--- src/rtl/frwm_pkg.sv ---
`default_nettype none
// ----------------------------------------------------------------------------
// frwm_pkg
// Shared widths, constants and types of the frame rate window meter.
// ----------------------------------------------------------------------------
package frwm_pkg;

   localparam int TS_W        = 32;   // millisecond timestamp and interval width
   localparam int RATE_W      = 22;   // q8 rate width
   localparam int USED_W      = 4;    // samples_used width
   localparam int TDATA_IN_W  = 32;
   localparam int TDATA_OUT_W = 32;
   localparam int WINDOW_DEF  = 10;

   // 1000 ms per second scaled by 2^8 for the q8 result
   localparam int unsigned MS_Q8   = 256000;
   localparam int          MS_Q8_W = 18;

   localparam logic [RATE_W-1:0] RATE_MAX = {RATE_W{1'b1}};

   localparam logic OP_START = 1'b0;
   localparam logic OP_FRAME = 1'b1;

   typedef struct packed {
      logic            op;
      logic [TS_W-1:0] interval;
   } frwm_item_type;

endpackage
`default_nettype wire

--- src/rtl/frame_rate_window_meter.sv ---
`default_nettype none
// path: a word passes the two-entry queue into the back; a frame word then
//    runs idle, read, update, divide and done, a start word idle, clear and
//    done, before the response register is loaded
// throughput: one word at a time in the back; the serial divider yields one
//    quotient bit per cycle; the two-entry queue takes words meanwhile
// reset: synchronous, clears timestamp, ring valid bits, sum, count and queue
// ----------------------------------------------------------------------------
// frame_rate_window_meter
// Moving-average frame rate meter over the last WINDOW frame intervals,
// reporting 1000 * count / sum frames per second in unsigned q8.
// ----------------------------------------------------------------------------
module frame_rate_window_meter
   import frwm_pkg::*;
#(
   parameter int WINDOW = WINDOW_DEF
)
(
   input  wire logic                   clock,
   input  wire logic                   reset,
   input  wire logic                   req_tvalid,
   output logic                        req_tready,
   input  wire logic [TDATA_IN_W-1:0]  req_tdata,   // timestamp_ms[31:0]
   input  wire logic                   req_tuser,   // op
   output logic                        rsp_tvalid,
   input  wire logic                   rsp_tready,
   output logic [TDATA_OUT_W-1:0]      rsp_tdata,   // rate_q8[21:0], samples_used[25:22]
   output logic                        rsp_tuser    // saturated
);

   localparam int PAD_W = TDATA_OUT_W - RATE_W - USED_W;

   logic              push_valid;
   logic              push_ready;
   frwm_item_type     push_item;
   logic              pop_valid;
   logic              pop_ready;
   frwm_item_type     pop_item;
   logic [RATE_W-1:0] rsp_rate;
   logic [USED_W-1:0] rsp_used;

   frwm_front u_front (
      .clock      (clock),
      .reset      (reset),
      .req_tvalid (req_tvalid),
      .req_tready (req_tready),
      .req_tdata  (req_tdata),
      .req_tuser  (req_tuser),
      .push_valid (push_valid),
      .push_ready (push_ready),
      .push_item  (push_item)
   );

   frwm_queue u_queue (
      .clock      (clock),
      .reset      (reset),
      .push_valid (push_valid),
      .push_ready (push_ready),
      .push_item  (push_item),
      .pop_valid  (pop_valid),
      .pop_ready  (pop_ready),
      .pop_item   (pop_item)
   );

   frwm_back #(
      .WINDOW (WINDOW)
   ) u_back (
      .clock     (clock),
      .reset     (reset),
      .pop_valid (pop_valid),
      .pop_ready (pop_ready),
      .pop_item  (pop_item),
      .rsp_valid (rsp_tvalid),
      .rsp_ready (rsp_tready),
      .rsp_rate  (rsp_rate),
      .rsp_used  (rsp_used),
      .rsp_sat   (rsp_tuser)
   );

   assign rsp_tdata = {{PAD_W{1'b0}}, rsp_used, rsp_rate};

endmodule
`default_nettype wire

--- src/rtl/frwm_front.sv ---
`default_nettype none
// ----------------------------------------------------------------------------
// frwm_front
// Accepts request words, forms the wrapped interval to the previous
// timestamp and hands op and interval to the queue.
// ----------------------------------------------------------------------------
module frwm_front
   import frwm_pkg::*;
(
   input  wire logic                  clock,
   input  wire logic                  reset,
   input  wire logic                  req_tvalid,
   output logic                       req_tready,
   input  wire logic [TDATA_IN_W-1:0] req_tdata,   // timestamp_ms[31:0]
   input  wire logic                  req_tuser,   // op
   output logic                       push_valid,
   input  wire logic                  push_ready,
   output frwm_item_type              push_item
);

   logic [TS_W-1:0] last_time_ff;
   logic [TS_W-1:0] last_time_in;
   logic [TS_W-1:0] now;
   logic            accept;

   assign now        = req_tdata[TS_W-1:0];
   assign accept     = req_tvalid && push_ready;
   assign req_tready = push_ready;
   assign push_valid = req_tvalid;

   // difference wraps modulo 2^32, only frame words use it
   assign push_item.op       = req_tuser;
   assign push_item.interval = now - last_time_ff;

   always_comb begin
      last_time_in = last_time_ff;
      if (accept) begin
         last_time_in = now;
      end
   end

   always_ff @(posedge clock) begin
      if (reset) begin
         last_time_ff <= '0;
      end else begin
         last_time_ff <= last_time_in;
      end
   end

endmodule
`default_nettype wire

--- src/rtl/frwm_queue.sv ---
`default_nettype none
// ----------------------------------------------------------------------------
// frwm_queue
// Two-entry queue between the front and the back of the meter.
// ----------------------------------------------------------------------------
module frwm_queue
   import frwm_pkg::*;
(
   input  wire logic          clock,
   input  wire logic          reset,
   input  wire logic          push_valid,
   output logic               push_ready,
   input  wire frwm_item_type push_item,
   output logic               pop_valid,
   input  wire logic          pop_ready,
   output frwm_item_type      pop_item
);

   localparam int DEPTH = 2;

   frwm_item_type entry_ff [DEPTH];
   logic          wr_ptr_ff;
   logic          wr_ptr_in;
   logic          rd_ptr_ff;
   logic          rd_ptr_in;
   logic [1:0]    count_ff;
   logic [1:0]    count_in;
   logic          do_push;
   logic          do_pop;

   assign push_ready = (count_ff != 2'(DEPTH));
   assign pop_valid  = (count_ff != 2'd0);
   assign pop_item   = entry_ff[rd_ptr_ff];
   assign do_push    = push_valid && push_ready;
   assign do_pop     = pop_valid && pop_ready;

   always_comb begin
      wr_ptr_in = do_push ? ~wr_ptr_ff : wr_ptr_ff;
      rd_ptr_in = do_pop  ? ~rd_ptr_ff : rd_ptr_ff;
      count_in  = count_ff;
      if (do_push && !do_pop) begin
         count_in = count_ff + 2'd1;
      end else if (do_pop && !do_push) begin
         count_in = count_ff - 2'd1;
      end
   end

   always_ff @(posedge clock) begin
      if (reset) begin
         wr_ptr_ff <= 1'b0;
         rd_ptr_ff <= 1'b0;
         count_ff  <= 2'd0;
      end else begin
         wr_ptr_ff <= wr_ptr_in;
         rd_ptr_ff <= rd_ptr_in;
         count_ff  <= count_in;
      end
   end

   always_ff @(posedge clock) begin
      if (do_push) begin
         entry_ff[wr_ptr_ff] <= push_item;
      end
   end

endmodule
`default_nettype wire

--- src/rtl/frwm_back.sv ---
`default_nettype none
// ----------------------------------------------------------------------------
// frwm_back
// Interval ring, running sum and serial restoring divider; produces the
// q8 rate, the sample count and the saturation flag into an output register.
// ----------------------------------------------------------------------------
module frwm_back
   import frwm_pkg::*;
#(
   parameter int WINDOW = WINDOW_DEF
)
(
   input  wire logic          clock,
   input  wire logic          reset,
   input  wire logic          pop_valid,
   output logic               pop_ready,
   input  wire frwm_item_type pop_item,
   output logic               rsp_valid,
   input  wire logic          rsp_ready,
   output logic [RATE_W-1:0]  rsp_rate,
   output logic [USED_W-1:0]  rsp_used,
   output logic               rsp_sat
);

   localparam int SLOT_W    = (WINDOW > 1) ? $clog2(WINDOW) : 1;
   localparam int CNT_W     = $clog2(WINDOW + 1);
   localparam int SUM_W     = TS_W + ((WINDOW > 1) ? $clog2(WINDOW) : 0);
   localparam int NUM_W     = MS_Q8_W + CNT_W;
   localparam int DIV_CNT_W = $clog2(NUM_W);
   localparam int CMP_W     = (NUM_W > RATE_W) ? NUM_W : RATE_W;

   typedef enum logic [5:0] {
      S_IDLE   = 6'b000001,
      S_READ   = 6'b000010,
      S_CLEAR  = 6'b000100,
      S_UPDATE = 6'b001000,
      S_DIV    = 6'b010000,
      S_DONE   = 6'b100000
   } state_type;

   state_type              state_ff,    state_in;
   logic                   op_ff,       op_in;
   logic [TS_W-1:0]        interval_ff, interval_in;
   logic [WINDOW-1:0]      valid_ff,    valid_in;
   logic [SLOT_W-1:0]      slot_ff,     slot_in;
   logic [CNT_W-1:0]       cnt_ff,      cnt_in;
   logic [SUM_W-1:0]       sum_ff,      sum_in;
   logic [NUM_W-1:0]       num_ff,      num_in;
   logic [SUM_W-1:0]       rem_ff,      rem_in;
   logic [NUM_W-1:0]       quo_ff,      quo_in;
   logic [DIV_CNT_W-1:0]   div_cnt_ff,  div_cnt_in;
   logic                   rsp_valid_ff, rsp_valid_in;
   logic [RATE_W-1:0]      rsp_rate_ff, rsp_rate_in;
   logic [USED_W-1:0]      rsp_used_ff, rsp_used_in;
   logic                   rsp_sat_ff,  rsp_sat_in;

   logic [TS_W-1:0]        ring_mem [WINDOW];
   logic [TS_W-1:0]        rd_data_ff;

   logic [TS_W-1:0]        old_val;
   logic [CNT_W-1:0]       cnt_next;
   logic [SUM_W:0]         rem_shift;
   logic                   rem_ge;
   logic                   res_sat;
   logic                   load;

   assign pop_ready = (state_ff == S_IDLE);
   assign load      = (state_ff == S_DONE) && (!rsp_valid_ff || rsp_ready);

   // entries never written since the last clear read as zero
   assign old_val  = valid_ff[slot_ff] ? rd_data_ff : '0;
   assign cnt_next = (cnt_ff < CNT_W'(WINDOW)) ? cnt_ff + 1'b1 : cnt_ff;

   assign rem_shift = {rem_ff, num_ff[NUM_W-1]};
   assign rem_ge    = (rem_shift >= {1'b0, sum_ff});

   assign res_sat = (sum_ff == '0) || (CMP_W'(quo_ff) > CMP_W'(RATE_MAX));

   always_comb begin
      state_in     = state_ff;
      op_in        = op_ff;
      interval_in  = interval_ff;
      valid_in     = valid_ff;
      slot_in      = slot_ff;
      cnt_in       = cnt_ff;
      sum_in       = sum_ff;
      num_in       = num_ff;
      rem_in       = rem_ff;
      quo_in       = quo_ff;
      div_cnt_in   = div_cnt_ff;
      rsp_valid_in = rsp_ready ? 1'b0 : rsp_valid_ff;
      rsp_rate_in  = rsp_rate_ff;
      rsp_used_in  = rsp_used_ff;
      rsp_sat_in   = rsp_sat_ff;

      unique case (state_ff)
         S_IDLE: begin
            if (pop_valid) begin
               op_in       = pop_item.op;
               interval_in = pop_item.interval;
               state_in    = (pop_item.op == OP_START) ? S_CLEAR : S_READ;
            end
         end
         S_READ: begin
            state_in = S_UPDATE;
         end
         S_CLEAR: begin
            valid_in = '0;
            slot_in  = '0;
            cnt_in   = '0;
            sum_in   = '0;
            state_in = S_DONE;
         end
         S_UPDATE: begin
            sum_in            = sum_ff - SUM_W'(old_val) + SUM_W'(interval_ff);
            valid_in[slot_ff] = 1'b1;
            slot_in           = (slot_ff == SLOT_W'(WINDOW - 1)) ? '0 : slot_ff + 1'b1;
            cnt_in            = cnt_next;
            num_in            = NUM_W'(MS_Q8) * NUM_W'(cnt_next);
            rem_in            = '0;
            quo_in            = '0;
            div_cnt_in        = DIV_CNT_W'(NUM_W - 1);
            state_in          = S_DIV;
         end
         S_DIV: begin
            // one quotient bit per cycle, msb first
            rem_in     = rem_ge ? SUM_W'(rem_shift - {1'b0, sum_ff}) : SUM_W'(rem_shift);
            quo_in     = {quo_ff[NUM_W-2:0], rem_ge};
            num_in     = {num_ff[NUM_W-2:0], 1'b0};
            div_cnt_in = div_cnt_ff - 1'b1;
            if (div_cnt_ff == '0) begin
               state_in = S_DONE;
            end
         end
         S_DONE: begin
            if (load) begin
               rsp_valid_in = 1'b1;
               if (op_ff == OP_START) begin
                  rsp_rate_in = '0;
                  rsp_used_in = '0;
                  rsp_sat_in  = 1'b0;
               end else begin
                  rsp_rate_in = res_sat ? RATE_MAX : RATE_W'(quo_ff);
                  rsp_used_in = USED_W'(cnt_ff);
                  rsp_sat_in  = res_sat;
               end
               state_in = S_IDLE;
            end
         end
         default: begin
            state_in = S_IDLE;
         end
      endcase
   end

   always_ff @(posedge clock) begin
      if (reset) begin
         state_ff     <= S_IDLE;
         valid_ff     <= '0;
         slot_ff      <= '0;
         cnt_ff       <= '0;
         sum_ff       <= '0;
         rsp_valid_ff <= 1'b0;
      end else begin
         state_ff     <= state_in;
         valid_ff     <= valid_in;
         slot_ff      <= slot_in;
         cnt_ff       <= cnt_in;
         sum_ff       <= sum_in;
         rsp_valid_ff <= rsp_valid_in;
      end
   end

   always_ff @(posedge clock) begin
      op_ff       <= op_in;
      interval_ff <= interval_in;
      num_ff      <= num_in;
      rem_ff      <= rem_in;
      quo_ff      <= quo_in;
      div_cnt_ff  <= div_cnt_in;
      rsp_rate_ff <= rsp_rate_in;
      rsp_used_ff <= rsp_used_in;
      rsp_sat_ff  <= rsp_sat_in;
   end

   // interval ring, registered read of the slot about to be overwritten
   always_ff @(posedge clock) begin
      if (state_ff == S_READ) begin
         rd_data_ff <= ring_mem[slot_ff];
      end
      if (state_ff == S_UPDATE) begin
         ring_mem[slot_ff] <= interval_ff;
      end
   end

   assign rsp_valid = rsp_valid_ff;
   assign rsp_rate  = rsp_rate_ff;
   assign rsp_used  = rsp_used_ff;
   assign rsp_sat   = rsp_sat_ff;

   a_cnt_range: assert property (@(posedge clock) disable iff (reset)
      cnt_ff <= CNT_W'(WINDOW))
      else $error("fill count above window");

   a_slot_range: assert property (@(posedge clock) disable iff (reset)
      slot_ff <= SLOT_W'(WINDOW - 1))
      else $error("write slot out of range");

   a_clear_done: assert property (@(posedge clock) disable iff (reset)
      (state_ff == S_CLEAR) |=> (sum_ff == '0 && cnt_ff == '0 && valid_ff == '0))
      else $error("history not cleared after start word");

   a_pop_route: assert property (@(posedge clock) disable iff (reset)
      (pop_valid && pop_ready) |=> (state_ff == S_CLEAR || state_ff == S_READ))
      else $error("popped word not taken into work");

   a_rsp_from_done: assert property (@(posedge clock) disable iff (reset)
      $rose(rsp_valid_ff) |-> $past(state_ff == S_DONE))
      else $error("response raised outside done state");

endmodule
`default_nettype wire

--- config.mk ---
export PLATFORM = sky130hd
export DESIGN_NAME = frame_rate_window_meter
export DESIGN_NICKNAME = d
export VERILOG_FILES = /design/src/rtl/frwm_pkg.sv /design/src/rtl/frame_rate_window_meter.sv /design/src/rtl/frwm_front.sv /design/src/rtl/frwm_queue.sv /design/src/rtl/frwm_back.sv
export SDC_FILE = /design/constraint.sdc
export NUM_CORES = 1
export LEC_CHECK = 0
export BUFFER_PORTS_ARGS = -buffer_cell sky130_fd_sc_hd__buf_2
export CAP_MARGIN = 20
export CORE_MARGIN = 3
export CORE_UTILIZATION = 58
export DETAILED_ROUTE_END_ITERATION = 8
export MAX_ROUTING_LAYER = met4
export PLACE_DENSITY = 0.75
export SETUP_SLACK_MARGIN = 0.5
export SLEW_MARGIN = 20
export SYNTH_ARGS = -nofsm -noshare
export SYNTH_HDL_FRONTEND = slang
export SYNTH_SLANG_ARGS = --single-unit
--- constraint.sdc ---
create_clock -name clock -period 8.1 [get_ports clock]
set_clock_uncertainty 0.2 [all_clocks]
set_input_delay 1.62 -clock clock [delete_from_list [all_inputs] [get_ports clock]]
set_output_delay 1.62 -clock clock [all_outputs]
set_load 0.03 [all_outputs]
**Word level (Yosys, flattened, before mapping)**

Memory sizes are Yosys's and may differ from the RTL's. A register that Yosys moved wholly into a read port is not among the register bits.
Index checks and enable logic that the tools add are counted.

- Register bits after elaboration: 242
- Bits in latches: 0
- Memory bits (writable): 386
- Bits in read-only memories: 0
- Bits of input ports: 37
- Output and inout bits: 35
- Word-level logic and storage cells: 103
- Memories kept: 2

Memories:

| name | depth | width | rd ports | clocked after Yosys merged registers in | wr ports | RTL line | source |
|---|---|---|---|---|---|---|---|
| u_back.ring_mem | 10 | 32 | 1 | 1 | 1 | frwm_back.sv:57 | `logic [TS_W-1:0] ring_mem [WINDOW];` |
| u_queue.entry_ff | 2 | 33 | 1 | 1 | 1 | frwm_queue.sv:21 | `frwm_item_type entry_ff [DEPTH];` |

- $add $sub $neg: 9
- Multipliers: 1
- Div/mod/pow operators: 0
- $lt $le $gt $ge: 5
- Equal/unequal tests: 11
- Shifts and indexed selects: 0
- Multiplexer cells: 33
- Bitwise operators: 3
- Reductions and logical operators: 20

Operator list:

| operator | count |
|---|---|
| $pmux W36 S2 | 2 |
| $pmux W22 S2 | 2 |
| $ge A37 B36 Y1 | 1 |
| $add A36 B32 Y36 | 1 |
| $logic_not A36 Y1 | 1 |
| $mux W36 | 1 |
| $pmux W6 S6 | 1 |
| $sub A36 B32 Y36 | 1 |
| $sub A36 B36 Y36 | 1 |
| $mux W32 | 1 |
| $sub A32 B32 Y32 | 1 |
| $gt A22 B22 Y1 const B | 1 |
| $mux W22 | 1 |
| $pmux W10 S2 | 1 |
| $mux W6 | 3 |
| $pmux W4 S2 | 2 |
| $mul A7 B4 Y11 const A | 1 |
| $mux W1 | 11 |
| $or A10 B10 Y10 | 1 |
| $pmux W5 S2 | 1 |
| $add A4 B1 Y4 const B | 2 |
| $mux W4 | 2 |
| $reduce_bool A2 Y1 | 4 |
| $eq A6 B1 Y1 const B | 1 |
| 25 further kinds | 38 |

**Depth between registers and ports, before layout**

- Word-level depth: 6
- Depth in mapped cells: 22
- Depth with buffers taken out: 20

**By module**

Synthesis repeated with hierarchy kept, for this count alone.

- Cells, all modules: 2521
- Area, all modules: 31885.6 um^2

By module, submodules not included:

| module | times used | cells an instance | area each (um^2) |
|---|---|---|---|
| frwm_back | 1 | 1976 | 26320.2 |
| frwm_front | 1 | 411 | 2920.3 |
| frwm_queue | 1 | 127 | 2596.2 |
| frame_rate_window_meter | 1 | 7 | 48.8 |

**Least setup slack after synthesis**

OpenSTA, ideal clock, no wires.

- Path kind: register to register
- From: register u_back.slot_ff[0]
- To: memory u_back.ring_mem[8][0] (enable)
- Arrival time: 4216 ps
- Data required time: 7395 ps
- Path slack: 3179 ps
- Cell stages (with the launch flop): 5
- Cells stage by stage: dfxtp_1 buf_2 buf_1 clkbuf_1 nor4_1

RTL lines:

| item | RTL line | source |
|---|---|---|
| from (decl) | frwm_back.sv:45 | `logic [SLOT_W-1:0] slot_ff, slot_in;` |
| from (signal assigned) | frwm_back.sv:167 | `slot_ff <= slot_in;` |
| to (decl) | frwm_back.sv:57 |  |

No word-level cell before the write port.

**Worst setup path in the final report**

- From: register u_back.slot_ff[0]
- To: register u_back.sum_ff[31]

- Longest elaborated chain between the ends: 6

RTL lines:

| item | RTL line | source |
|---|---|---|
| $bmux W1 S4 | frwm_back.sv:71 | `assign old_val = valid_ff[slot_ff] ? rd_data_ff : '0;` |
| $mux W1 (implied by the code) | frwm_back.sv:71 |  |
| $mux W32 | frwm_back.sv:71 |  |
| $sub A36 B32 Y36 | frwm_back.sv:115 | `sum_in = sum_ff - SUM_W'(old_val) + SUM_W'(interval_ff);` |
| $add A36 B32 Y36 | frwm_back.sv:115 |  |
| $pmux W36 S2 | frwm_back.sv:96 | `unique case (state_ff)` |
| to (signal assigned) | frwm_back.sv:169 | `sum_ff <= sum_in;` |
| to (decl) | frwm_back.sv:47 | `logic [SUM_W-1:0] sum_ff, sum_in;` |

Every way passes these cells. The select of a mux whose other input is x is not followed.
A chain may end at the register's enable or synchronous reset.

==> impl_metrics.ini <==
[finish]
synthToLayoutAreaGrowth_pct = 10.6
layout.cells.most_common = sky130_fd_sc_hd__edfxtp_1
fillCellCount = 3757
postLayoutCellArea_mm2 = 0.0345
design.final.nets = 2704
n_antenna_cell = 0
layout_common_cells = sky130_fd_sc_hd__edfxtp_1, sky130_fd_sc_hd__inv_1, sky130_fd_sc_hd__a21oi_1
final_cell_count_no_fill = 3248
final_layout_size_suffix_gt1_frac = 0.129

[worst_hold_path]
startpoint_of_the_lowest_slack_hold_path = u_back.sum_ff[35]$_SDFFE_PP0P_
hold_path.class = flop to flop

[routing]
detailroute.via_count = 18908
routed_wl_mm = 62.6
route.antenna.remaining_nets = 0
drc = 0
first_pass_iters = 6
detail_route.wl_per_cell_um = 19.3
drt_iter0_markers = 1196
via_per_inst = 5.82

[die]
site_rows = 84
core_area_mm2 = 0.0529
die_area_mm2 = 0.0566
height_of_the_chip_um = 238
die_width_um = 238
boundaryPins = 72
initial_core_util = 0.590

[placed_design]
post_dp_cell_area_mm2 = 0.0324
final_wtd_congestion = 0.880
place.port_buffers = 65
place_inst = 3124
place_hpwl_mm = 42.0

[clock_tree]
clock_insertion_delay_worst_skew_ns = 0.60
post_cts_hold_buffer_count = 0
tritoncts.num_buffers = 68
clock_tree.root_cell = sky130_fd_sc_hd__clkbuf_16
gates_resized_cts_repair = 0
cts-root-to-sink-buffers = 3
max_h_tree_level = 3
clock_tree_from_tritoncts = yes
postCtsSetupBuffers = 0
clkSlewWorstSetupHoldPaths_ns = 0.06
cts_num_sinks = 650

[logic_synthesis]
synth_cell_type_count = 73
syn-cell-area_mm2 = 0.0312
synth_seq_area_share = 0.594
synth-warning-count = 0
flip_flop_and_latch_count_after_synthesis = 650
ffs_w_async_s_r_synth = 0
dominantRegCellSynth = sky130_fd_sc_hd__edfxtp_1
synth_enable_flop_cells = 552
synthCells = 2434
syn-mean-instance-area_um2 = 12.8

[pwr]
power.ir.vdd_worst_mv = 0.202
power-per-cell-area_mw_per_mm2 = 283
static-leakage-power_uw = 0.0124

[timing]
finalHoldViolCount = 0
fin_crit_sh = 0.685
rsz0062_at_grt = no
slew_headroom = 0.299
setup-tns-final_ns = 0
min_period_ns = 5.55
final_number_of_setup_violating_endpoints = 0
worst_margin_pin_slew_ns = 1.05
timing_limited_maximum_frequency_ghz = 0.180
timing.final.max_slew_violations = 0

[setup_path]
worst-endpoint-arrival_ns = 5.82
timing.critical_path.cells = mux4_2 -> mux2i_1 -> o21ai_1 -> buf_4 -> and2_1 -> fa_1 -> inv_1 -> ha_1 -> a211oi_1 -> o21ai_1 -> a31oi_1 -> nor4_1 -> nor3_1 -> o21ai_1 -> a31oi_1 -> o21ai_1 -> xor2_1 -> a22o_1
critical_path_maximum_fanout = 32
critical-path-slowest-cell = sky130_fd_sc_hd__dfxtp_4
required_ns = 8.38
worst-r2r-setup-slack_ns = 2.55
type_of_destination_of_the_critical_path = flop
kind_of_critical_path = flop to flop
cpMostUsedCell = sky130_fd_sc_hd__o21ai_1
slowest_delay_ns = 0.65
setup.worst_path.start_class = flop
rr_startpoint = u_back.slot_ff[0]$_SDFFE_PP0P_
worstSetupStartpoint = u_back.slot_ff[0]$_SDFFE_PP0P_

[global_routing]
grt_start_max_net_pins = 75
first_global_vias = 18855
grt_total_ovfl = 0
grt_first_pass_wirelength_mm = 101
antenna_found_initial = 0
globalRouteTotalUtil = 0.232

[flow_run]
timing.max_cap.violations = 0

[run_status]
status = completed
[metal layers]
metal / track usage / vias up / share of wire
met5: - / - / 0
met4: 0.0640 / 0 / 0.026
met3: 0.0327 / 118 / 0.048
met2: 0.383 / 522 / 0.49
met1: 0.307 / 9230 / 0.44
li1: - / 9038 / -
[sequential cells by signal (all words and copies together), names as in the netlist, 5 cells and up, named ones only]
register and cells:
u_back.sum_ff 36, u_back.rsp_rate 22, u_front.last_time_ff 32, u_back.rd_data_ff 32
u_back.interval_ff 32, u_back.quo_ff 22, u_back.div_cnt_ff 5, u_back.num_ff 11
u_back.rem_ff 36, u_back.ring_mem 320, u_queue.entry_ff 66, u_back.state_ff 6
u_back.valid_ff 10
[layout make-up]
class | instances | area (um^2) | area share
Sequential cell | 650 | 18500 | 0.537
Clock inverter | 25 | 221 | 0.00641
Clock buffer | 98 | 1910 | 0.0552
Multi-Input combinational cell | 1475 | 11600 | 0.336
Tap cell | 688 | 861 | 0.0249
Inverter | 211 | 792 | 0.0229
Timing Repair Buffer | 101 | 616 | 0.0178
[cell usage after synthesis (14+ instances only)]
master | count | area [um^2]
sky130_fd_sc_hd__edfxtp_1 | 552 | 16600
sky130_fd_sc_hd__inv_1 | 209 | 785
sky130_fd_sc_hd__a21oi_1 | 195 | 976
sky130_fd_sc_hd__nand2_1 | 193 | 724
sky130_fd_sc_hd__ha_1 | 121 | 1510
sky130_fd_sc_hd__nor2_1 | 115 | 432
sky130_fd_sc_hd__dfxtp_1 | 98 | 1960
sky130_fd_sc_hd__and2_1 | 97 | 607
sky130_fd_sc_hd__a21o_1 | 84 | 631
sky130_fd_sc_hd__clkbuf_1 | 74 | 278
sky130_fd_sc_hd__xnor2_1 | 71 | 622
sky130_fd_sc_hd__mux4_2 | 66 | 1490
sky130_fd_sc_hd__a211oi_1 | 48 | 360
sky130_fd_sc_hd__fa_1 | 39 | 781
sky130_fd_sc_hd__mux2i_1 | 37 | 370
sky130_fd_sc_hd__mux2_2 | 34 | 383
sky130_fd_sc_hd__o21ai_0 | 31 | 155
sky130_fd_sc_hd__xor2_1 | 30 | 263
sky130_fd_sc_hd__o21a_1 | 25 | 188
sky130_fd_sc_hd__a22oi_1 | 22 | 165
sky130_fd_sc_hd__o21bai_1 | 22 | 165
sky130_fd_sc_hd__nor3_1 | 21 | 105
sky130_fd_sc_hd__o21ai_1 | 21 | 105
sky130_fd_sc_hd__a22o_1 | 16 | 140
sky130_fd_sc_hd__a31oi_1 | 15 | 93.8
sky130_fd_sc_hd__buf_1 | 15 | 56.3
sky130_fd_sc_hd__nand3_1 | 15 | 75.1
sky130_fd_sc_hd__nand4_1 | 14 | 87.6
[where the power goes]
group | switching [uW] | leakage [uW] | internal (uW)
Clock | 1250 | 0.00104 | 1710
Combinational | 1330 | 0.00564 | 976
Sequential | 346 | 0.00575 | 4170
Total | 2920 | 0.0124 | 6860
[worst paths after layout]
path / cells past startpoint / end
min reg2reg: 2 / u_back.sum_ff[35]$_SDFFE_PP0P_
min: 2 / u_back.sum_ff[35]$_SDFFE_PP0P_
max: 18 / u_back.sum_ff[31]$_SDFFE_PP0P_
max reg2reg: 18 / u_back.sum_ff[31]$_SDFFE_PP0P_
[worst max-delay path, delay by kind of cell (launching register included)]
kind	cells	cell delay (ns)
AO/OA/AOI/OAI	8	1.79
XOR/XNOR	1	0.16
adder cells (fa/ha/maj)	2	0.83
buffers and inverters	2	0.32
flip-flops	1	0.65
multiplexers	2	0.74
AND/OR/NAND/NOR	3	0.71
[stage by stage]
step | hold WS [ns] | worst slack, ns | util | power, uW
6_report | 0.249 | 2.55 | 0.653 | 9780
5_1_grt | 0.269 | 2.18 | 0.653 | 10300
4_1_cts | 0.248 | 2.57 | 0.653 | 9810
3_5_place_dp | 0.241 | 2.62 | 0.612 | 6850
3_3_place_gp | 0.241 | 2.77 | 0.612 | 6770
2_1_floorplan | 0.227 | 3.18 | - | 6220
[kinds of logic (layout without fill, tap and decap cells)]
family	after synthesis	after routing	synth area share
simple gates	541	541	0.0836
compound gates	530	530	0.110
mux	137	137	0.0717
xor+xnor	101	101	0.0283
flops	650	650	0.594
buf+inv	314	435	0.0388
other cells	1	6	0.000120
fa+ha+maj	160	160	0.0735
(Power assumes the default switching activity.)
